## config.mk

```make
export PLATFORM = sky130hd
export DESIGN_NAME = config_bitstream_word_parser
export DESIGN_NICKNAME = d
export VERILOG_FILES = /design/src/hw/rtl/cbwp_pkg.sv /design/src/hw/rtl/cbwp_match.sv /design/src/hw/rtl/cbwp_core.sv /design/src/hw/rtl/config_bitstream_word_parser.sv
export VERILOG_INCLUDE_DIRS = /design/src /design/src/hw/rtl
export SDC_FILE = /design/constraint.sdc
export NUM_CORES = 1
export LEC_CHECK = 0
export BUFFER_PORTS_ARGS = -buffer_cell sky130_fd_sc_hd__buf_2
export CELL_PAD_IN_SITES_DETAIL_PLACEMENT = 1
export CELL_PAD_IN_SITES_GLOBAL_PLACEMENT = 1
export CORE_MARGIN = 10
export CORE_UTILIZATION = 45
export CTS_CLUSTER_SIZE = 24
export DETAILED_ROUTE_END_ITERATION = 12
export GPL_TIMING_DRIVEN = 0
export PLACE_DENSITY = 0.9
export SYNTH_ARGS = -nofsm -noshare
export SYNTH_HDL_FRONTEND = slang
export SYNTH_SLANG_ARGS = --single-unit
```

## constraint.sdc

```tcl
create_clock -name i_clk -period 6 [get_ports i_clk]
set_clock_uncertainty 0.2 [all_clocks]
set_input_delay 0.6 -clock i_clk [delete_from_list [all_inputs] [get_ports i_clk]]
set_output_delay 0.6 -clock i_clk [all_outputs]
set_load 0.03 [all_outputs]
```

## src/hw/rtl/config_bitstream_word_parser_macros.svh

```systemverilog
// Assertion macros shared by the configuration word parser RTL.
// Included by the modules that carry concurrent assertions; no other dependencies.
`ifndef CONFIG_BITSTREAM_WORD_PARSER_MACROS_SVH
`define CONFIG_BITSTREAM_WORD_PARSER_MACROS_SVH

// The consequent must hold in the same cycle as the antecedent.
`define CBWP_ASSERT_IMP(label, clk, rst_n, ante, cons, msg) \
    label: assert property (@(posedge clk) disable iff (!(rst_n)) (ante) |-> (cons)) \
        else $error(msg);

// The consequent must hold in the cycle after the antecedent.
`define CBWP_ASSERT_NEXT(label, clk, rst_n, ante, cons, msg) \
    label: assert property (@(posedge clk) disable iff (!(rst_n)) (ante) |=> (cons)) \
        else $error(msg);

// The expression must hold at every clock edge outside reset.
`define CBWP_ASSERT_ALWAYS(label, clk, rst_n, expr, msg) \
    label: assert property (@(posedge clk) disable iff (!(rst_n)) (expr)) \
        else $error(msg);

`endif

```

## src/hw/rtl/cbwp_pkg.sv

```systemverilog
// Shared types and constants of the configuration word parser.
// Used by every RTL module of the block; depends on nothing.
package cbwp_pkg;

    localparam int WORD_W   = 32;
    localparam int COUNT_W  = 27;
    localparam int INDEX_W  = 30;
    localparam int KIND_W   = 5;
    localparam int PHASE_W  = 2;
    localparam int NUM_KNOWN = 24;

    localparam logic [PHASE_W-1:0] PHASE_NORMAL = 2'd0;
    localparam logic [PHASE_W-1:0] PHASE_LENGTH = 2'd1;
    localparam logic [PHASE_W-1:0] PHASE_DATA   = 2'd2;

    localparam logic [WORD_W-1:0] FDRI_WRITE = 32'h3000_4000;

    localparam logic [WORD_W-1:0] KNOWN_WORDS [NUM_KNOWN] = '{
        32'hFFFF_FFFF, 32'hAA99_5566, 32'h0000_00BB, 32'h1122_0044, 32'h2000_0000,
        32'h3002_2001, 32'h3002_0001, 32'h3000_2001, 32'h3002_6001, 32'h3001_2001,
        32'h3001_C001, 32'h3001_8001, 32'h3000_C001, 32'h3000_A001, 32'h3003_0001,
        32'h3000_4000, 32'h3000_8001, 32'h0000_0004, 32'h0000_0005, 32'h0000_000B,
        32'h0000_0007, 32'h0000_000D, 32'h2800_6000, 32'h2000_8001
    };

    typedef struct packed {
        logic [WORD_W-1:0]  byte_position;
        logic [PHASE_W-1:0] phase;
        logic [KIND_W-1:0]  kind;
        logic [COUNT_W-1:0] frame_words;
        logic [COUNT_W-1:0] data_offset;
        logic               data_nonzero;
        logic               section_end;
    } t_result;

endpackage

```

## src/hw/rtl/cbwp_match.sv

```systemverilog
// Parallel compare of one word against the table of known commands and headers.
// Depends on cbwp_pkg for the table and widths.
module cbwp_match
    import cbwp_pkg::*;
(
    input  logic [WORD_W-1:0] i_word,
    output logic [KIND_W-1:0] o_kind
);

    always_comb begin
        o_kind = '0;
        for (int k = NUM_KNOWN - 1; k >= 0; k--) begin
            if (KNOWN_WORDS[k] == i_word) begin
                o_kind = KIND_W'(k + 1);
            end
        end
    end

endmodule

```

## src/hw/rtl/cbwp_core.sv

```systemverilog
// Parse state and per-word result logic of the configuration word parser.
// Depends on cbwp_pkg, cbwp_match and the assertion macro header.
`include "config_bitstream_word_parser_macros.svh"

module cbwp_core
    import cbwp_pkg::*;
(
    input  logic              i_clk,
    input  logic              i_rst_n,
    input  logic              i_adv,
    input  logic [WORD_W-1:0] i_word,
    output t_result           o_res
);

    typedef enum logic [PHASE_W-1:0] {
        S_NORMAL = PHASE_NORMAL,
        S_LENGTH = PHASE_LENGTH,
        S_DATA   = PHASE_DATA
    } t_state;

    t_state               r_state, n_state;
    logic [COUNT_W-1:0]   r_count, n_count;
    logic [COUNT_W-1:0]   r_offset, n_offset;
    logic [INDEX_W-1:0]   r_index;
    logic [COUNT_W:0]     w_off_inc;
    logic [KIND_W-1:0]    w_kind;

    cbwp_match u_match (
        .i_word (i_word),
        .o_kind (w_kind)
    );

    assign w_off_inc = {1'b0, r_offset} + {{COUNT_W{1'b0}}, 1'b1};

    always_comb begin
        n_state  = r_state;
        n_count  = r_count;
        n_offset = r_offset;
        o_res               = '0;
        o_res.byte_position = {r_index, 2'b00};
        o_res.phase         = r_state;
        unique case (r_state)
            S_LENGTH: begin
                o_res.frame_words = i_word[COUNT_W-1:0];
                n_count           = i_word[COUNT_W-1:0];
                n_state           = S_DATA;
            end
            S_DATA: begin
                o_res.data_offset  = r_offset;
                o_res.data_nonzero = |i_word;
                if (w_off_inc > {1'b0, r_count}) begin
                    o_res.section_end = 1'b1;
                    n_offset          = {{(COUNT_W-1){1'b0}}, 1'b1};
                    n_state           = S_NORMAL;
                end else begin
                    n_offset = w_off_inc[COUNT_W-1:0];
                end
            end
            default: begin
                o_res.phase = PHASE_NORMAL;
                o_res.kind  = w_kind;
                n_state     = (i_word == FDRI_WRITE) ? S_LENGTH : S_NORMAL;
            end
        endcase
    end

    always_ff @(posedge i_clk) begin
        if (!i_rst_n) begin
            r_state  <= S_NORMAL;
            r_count  <= '0;
            r_offset <= {{(COUNT_W-1){1'b0}}, 1'b1};
            r_index  <= '0;
        end else if (i_adv) begin
            r_state  <= n_state;
            r_count  <= n_count;
            r_offset <= n_offset;
            r_index  <= r_index + {{(INDEX_W-1){1'b0}}, 1'b1};
        end
    end

    `CBWP_ASSERT_ALWAYS(a_offset_nonzero, i_clk, i_rst_n, r_offset != '0,
        "Section offset is zero.")
    `CBWP_ASSERT_NEXT(a_length_to_data, i_clk, i_rst_n, i_adv && r_state == S_LENGTH,
        r_state == S_DATA, "Length header did not lead to data phase.")
    `CBWP_ASSERT_NEXT(a_end_to_normal, i_clk, i_rst_n, i_adv && o_res.section_end,
        r_state == S_NORMAL && r_offset == 1, "Section end did not restore normal phase.")

endmodule

```

## src/hw/rtl/config_bitstream_word_parser.sv

```systemverilog
// Top level of the configuration word parser: input word register, parse core, result register.
// Depends on cbwp_pkg, cbwp_core and the assertion macro header.
//
// Usage: configuration words enter on the slave stream, one 32-bit word per
// transfer, most significant byte first. Every word yields exactly one result
// word on the master stream. o_m_tdata carries the byte position, the length
// header word count and the frame data offset; o_m_tuser carries the phase,
// the matched command code and the nonzero flag; o_m_tlast marks the word that
// ends a frame data section.
// An accepted word is held in the input register, parsed by the core, and its
// result is stored in the result register, which drives the master side.
// Throughput: one word per clock while the receiver does not stall; the parse state
// and the 24-entry compare sit between the input register and the result register.
// Reset puts the parser in normal phase with byte position zero and drops both
// valid flags. When the receiver stalls, the result register holds; the input
// register then takes a word only while empty, and o_s_tready is low while it is full.
`include "config_bitstream_word_parser_macros.svh"

module config_bitstream_word_parser
    import cbwp_pkg::*;
(
    input  logic        i_clk,
    input  logic        i_rst_n,
    input  logic        i_s_tvalid,
    output logic        o_s_tready,
    input  logic [31:0] i_s_tdata,   // [31:0] word
    output logic        o_m_tvalid,
    input  logic        i_m_tready,
    output logic [87:0] o_m_tdata,   // [31:0] byte_position, [58:32] frame_words,
                                     // [85:59] data_offset, [87:86] zero
    output logic [7:0]  o_m_tuser,   // [1:0] phase, [6:2] kind, [7] data_nonzero
    output logic        o_m_tlast    // section_end
);

    logic              r_s1_valid;
    logic [WORD_W-1:0] r_s1_word;
    logic              r_out_valid;
    t_result           r_out;
    t_result           w_res;
    logic              w_adv;
    logic              w_accept;

    assign w_adv      = r_s1_valid && (!r_out_valid || i_m_tready);
    assign o_s_tready = !r_s1_valid || w_adv;
    assign w_accept   = i_s_tvalid && o_s_tready;

    cbwp_core u_core (
        .i_clk   (i_clk),
        .i_rst_n (i_rst_n),
        .i_adv   (w_adv),
        .i_word  (r_s1_word),
        .o_res   (w_res)
    );

    always_ff @(posedge i_clk) begin
        if (!i_rst_n) begin
            r_s1_valid  <= 1'b0;
            r_out_valid <= 1'b0;
        end else begin
            if (w_accept) begin
                r_s1_valid <= 1'b1;
            end else if (w_adv) begin
                r_s1_valid <= 1'b0;
            end
            if (w_adv) begin
                r_out_valid <= 1'b1;
            end else if (i_m_tready) begin
                r_out_valid <= 1'b0;
            end
        end
    end

    always_ff @(posedge i_clk) begin
        if (w_accept) begin
            r_s1_word <= i_s_tdata;
        end
        if (w_adv) begin
            r_out <= w_res;
        end
    end

    assign o_m_tvalid = r_out_valid;
    assign o_m_tdata  = {2'b00, r_out.data_offset, r_out.frame_words, r_out.byte_position};
    assign o_m_tuser  = {r_out.data_nonzero, r_out.kind, r_out.phase};
    assign o_m_tlast  = r_out.section_end;

    `CBWP_ASSERT_IMP(a_last_in_data, i_clk, i_rst_n, r_out_valid && r_out.section_end,
        r_out.phase == PHASE_DATA, "Section end outside data phase.")
    `CBWP_ASSERT_IMP(a_kind_in_normal, i_clk, i_rst_n, r_out_valid && r_out.kind != '0,
        r_out.phase == PHASE_NORMAL, "Command code outside normal phase.")
    `CBWP_ASSERT_IMP(a_ready_when_empty, i_clk, i_rst_n, !r_s1_valid, o_s_tready,
        "Input not ready while its register is empty.")

endmodule
```

==> key figures <==
Detailed routing
  – Post-route DRC: 0
  – Total Wirelength: 28,400 um
  – Initial DRC Count: 575
  – Vias per inst: 5.57
  – Router iterations before antenna repair: 5
  – Antenna-violating nets left: 0
  – Routed length per instance: 20.6 um
  – Via count: 7,665

Worst setup path
  – R2R Setup Slk: 1.18 ns
  – Crit-path max FO: 10
  – Slowest cell on crit path: dfxtp_1
  – Worst EP arrival: 5.07 ns
  – CP Class: flop to flop
  – Worst setup EP type: flop
  – Startpoint types: flop
  – Critical path required time: 6.25 ns
  – Cell Chain, Critical Path: ha_1, clkbuf_1, nand4_1, nor2_1, nand3_1, xnor2_1, ha_1, o21a_1, o21a_1, o21ai_0, nand4_1, a21oi_1, buf_2, buf_1, nand3_1, a21oi_1
  – CP peak stage delay: 0.48 ns

Die
  – Starting Density: 46.0%
  – DIE AREA: 0.0278 sq mm
  – Top Ports: 135
  – Die width: 167 um
  – Core area: 0.0211 sq mm
  – Chip height: 167 um
  – # rows: 53

Clock network
  – Clk_lat worst skew: 0.53 ns
  – Clock Tree Root: clkbuf_16
  – Clock transition at path regs: 0.06 ns
  – CTS tree: built
  – # resized after CTS: 0
  – CTS Hold Bufs: 0
  – Worst-case clock buffer depth: 3
  – Clk sinks: 213
  – Post CTS Setup Buffer Count: 0
  – Num CTS Buffers: 23
  – H-tree Lvls: 1

Synth
  – #FFs+latches synth: 213
  – Mapped Cells: 926
  – Ys async rst share: 0%
  – Mean Syn Cell Area: 10.5 sq um
  – Yosys warns: 0
  – Sequential share of the synthesized area: 56.9%
  – Post-synth EDFFs: 125
  – Netlist cell types: 70
  – Synthesized area: 0.00969 sq mm
  – Top_reg_cell synth: edfxtp_1

Placement
  – Post-DP HPWL: 20,400 um
  – PortBufs: 130
  – Placer Congestion: 0.938
  – Placed inst area: 0.0107 sq mm

Job
  – Max-cap violations: 0

Finish
  – Area Overhead vs Synth: 18.4%
  – Share of layout cells above drive strength 1: 17.7%
  – # fillers: 2,362
  – Sequential Area: 0.00552 sq mm
  – NumNets Final: 1,152
  – Final Util: 54.4%
  – # diodes: 0
  – Most common cell after layout, fill and taps aside: nand2_1
  – Commonest non-fill, non-tap cells in the layout: nand2_1 (136), buf_2 (135), edfxtp_1 (125)
  – Design area: 0.0115 sq mm
  – Area of the multi-input gates: 0.00384 sq mm

Timing
  – Final max-slew violation count: 0
  – Period utilisation layout: 80.4%
  – Slew Limit Headroom: 39.5%
  – Peak Freq: 207 MHz
  – Final setup vio count: 0
  – Crit path time final: 4.82 ns
  – RSZ-0062 raised after global routing: no
  – Worst Max-Slew Pin Slew: 0.907 ns
  – Final hold vios: 0

Power and ir drop
  – Leak pwr: 4.19 nW
  – Total power: 3.23 mW
  – VDD IR-drop max: 0.198 mV
  – Power Dens Cells: 281 mW/mm^2

GRT
  – Vias in the first global route: 8,118
  – Largest net degree at the start of global routing: 63
  – GRT Util Overall: 19.7%
  – Initial antenna violation count: 0
  – First-pass GRT wire length: 45,100 um
  – Gr ovfl total: 0

Min path
  – HP Class: input port to flop

Outcome
  – Status: finished, final reports clean
## area by class of cell
class	instances	share of cell area [%]
repair buffers	131	5.84
inverters	36	1.18
plain buffers	46	1.91
well taps	275	3.00
clock buffers	31	5.64
clock inverters	9	0.938
multi-input cells	634	33.4
flip-flops and latches	213	48.1
## worst max-delay path: cells and delay by family, from the launching register on
| kind | cells | cell delay, ns |
|---|---|---|
| AOI/OAI and AO/OA | 5 | 1.04 |
| xor gates and xnor gates | 1 | 0.24 |
| adders and majority gates | 2 | 0.49 |
| buffers and inverters | 3 | 1.06 |
| DFF | 1 | 0.48 |
| and+or+nand+nor | 5 | 1.23 |
## cell families (layout without fill, tap and decap cells)
kind of cell / Yosys count / count (layout) / synth area share (%)
xor gates and xnor gates: 47 / 47 / 4.25
other: 1 / 4 / 0.0387
DFF: 213 / 213 / 56.9
buffers and inverters: 82 / 253 / 3.62
muxes: 4 / 4 / 0.413
adders and majority gates: 31 / 31 / 4.00
AOI/OAI and AO/OA: 122 / 122 / 7.54
and+or+nand+nor: 426 / 426 / 23.2
## report_power, final
group	leakage, nW	total, mW	switching [mW]	internal (mW)
logic	1.96	0.176	0.131	0.0452
registers	1.86	1.63	0.0350	1.59
clock network	0.373	1.42	0.579	0.844
total	4.19	3.23	0.745	2.48
## synth_stat cells, types with 5 or more instances
| master | n | share of area (%) |
|---|---|---|
| ha_1 | 31 | 4.0 |
| xnor2_1 | 26 | 2.3 |
| nor3_1 | 19 | 0.98 |
| or3_1 | 7 | 0.45 |
| nand3_1 | 43 | 2.2 |
| a31oi_1 | 13 | 0.84 |
| o21ai_0 | 17 | 0.88 |
| buf_2 | 5 | 0.26 |
| nor2_1 | 54 | 2.1 |
| edfxtp_1 | 125 | 39 |
| nand2_1 | 136 | 5.3 |
| buf_4 | 5 | 0.39 |
| xor2_1 | 21 | 1.9 |
| a21oi_1 | 61 | 3.2 |
| inv_1 | 36 | 1.4 |
| clkbuf_1 | 31 | 1.2 |
| nor3b_1 | 5 | 0.39 |
| and3_1 | 20 | 1.3 |
| nor2b_1 | 5 | 0.32 |
| nor4_1 | 9 | 0.58 |
| nand4_1 | 30 | 1.9 |
| and2_1 | 63 | 4.1 |
| dfxtp_1 | 88 | 18 |
| and4_1 | 5 | 0.45 |
## stage by stage
stage	std cells	hold slack, ns	setup TNS, ns	worst slack, ns
floorplan	929	0.206	0	0.911
global placement	1334	0.213	-33.53	-1.07
detailed placement	1335	0.228	0	1.30
CTS	1375	0.0390	0	1.26
global route	1375	0.0386	0	0.794
finish	1375	0.0479	0	1.18
## routing by layer
layer  vias to the layer above  share of wire (%)  global-route usage, %  wire, um
met2                       241                 50                   34.4     14200
met4                         0                2.1                   5.27       599
met3                        44                6.5                   4.10      1840
met5                         -                  0                      0         0
met1                      3773                 41                   24.0     11800
li1                       3607                  -                      -         -
## worst paths after layout
kind | start | to | depth (start not counted)
worst min register to register | u_core.r_index[12]$_SDFFE_PN0P_ | o_m_tdata[14]$_DFFE_PP_ | 0
worst max register to register | u_core.r_offset[0]$_SDFFE_PN1P_ | u_core.r_offset[15]$_SDFFE_PN0P_ | 16
worst max-delay path | u_core.r_offset[0]$_SDFFE_PN1P_ | u_core.r_offset[15]$_SDFFE_PN0P_ | 16
worst min-delay path | i_s_tdata[20] | r_s1_word[20]$_DFFE_PP_ | 1
## registers in the layout, summed over array words and instances, names as in the netlist
register         cells
o_m_tdata           84
r_s1_word           32
u_core.r_index      30
u_core.r_count      27
u_core.r_offset     27
o_m_tuser            8
u_core.r_state       2
o_m_tlast            1
o_m_tvalid           1
r_s1_valid           1
Power figures use the tool's default switching activity.
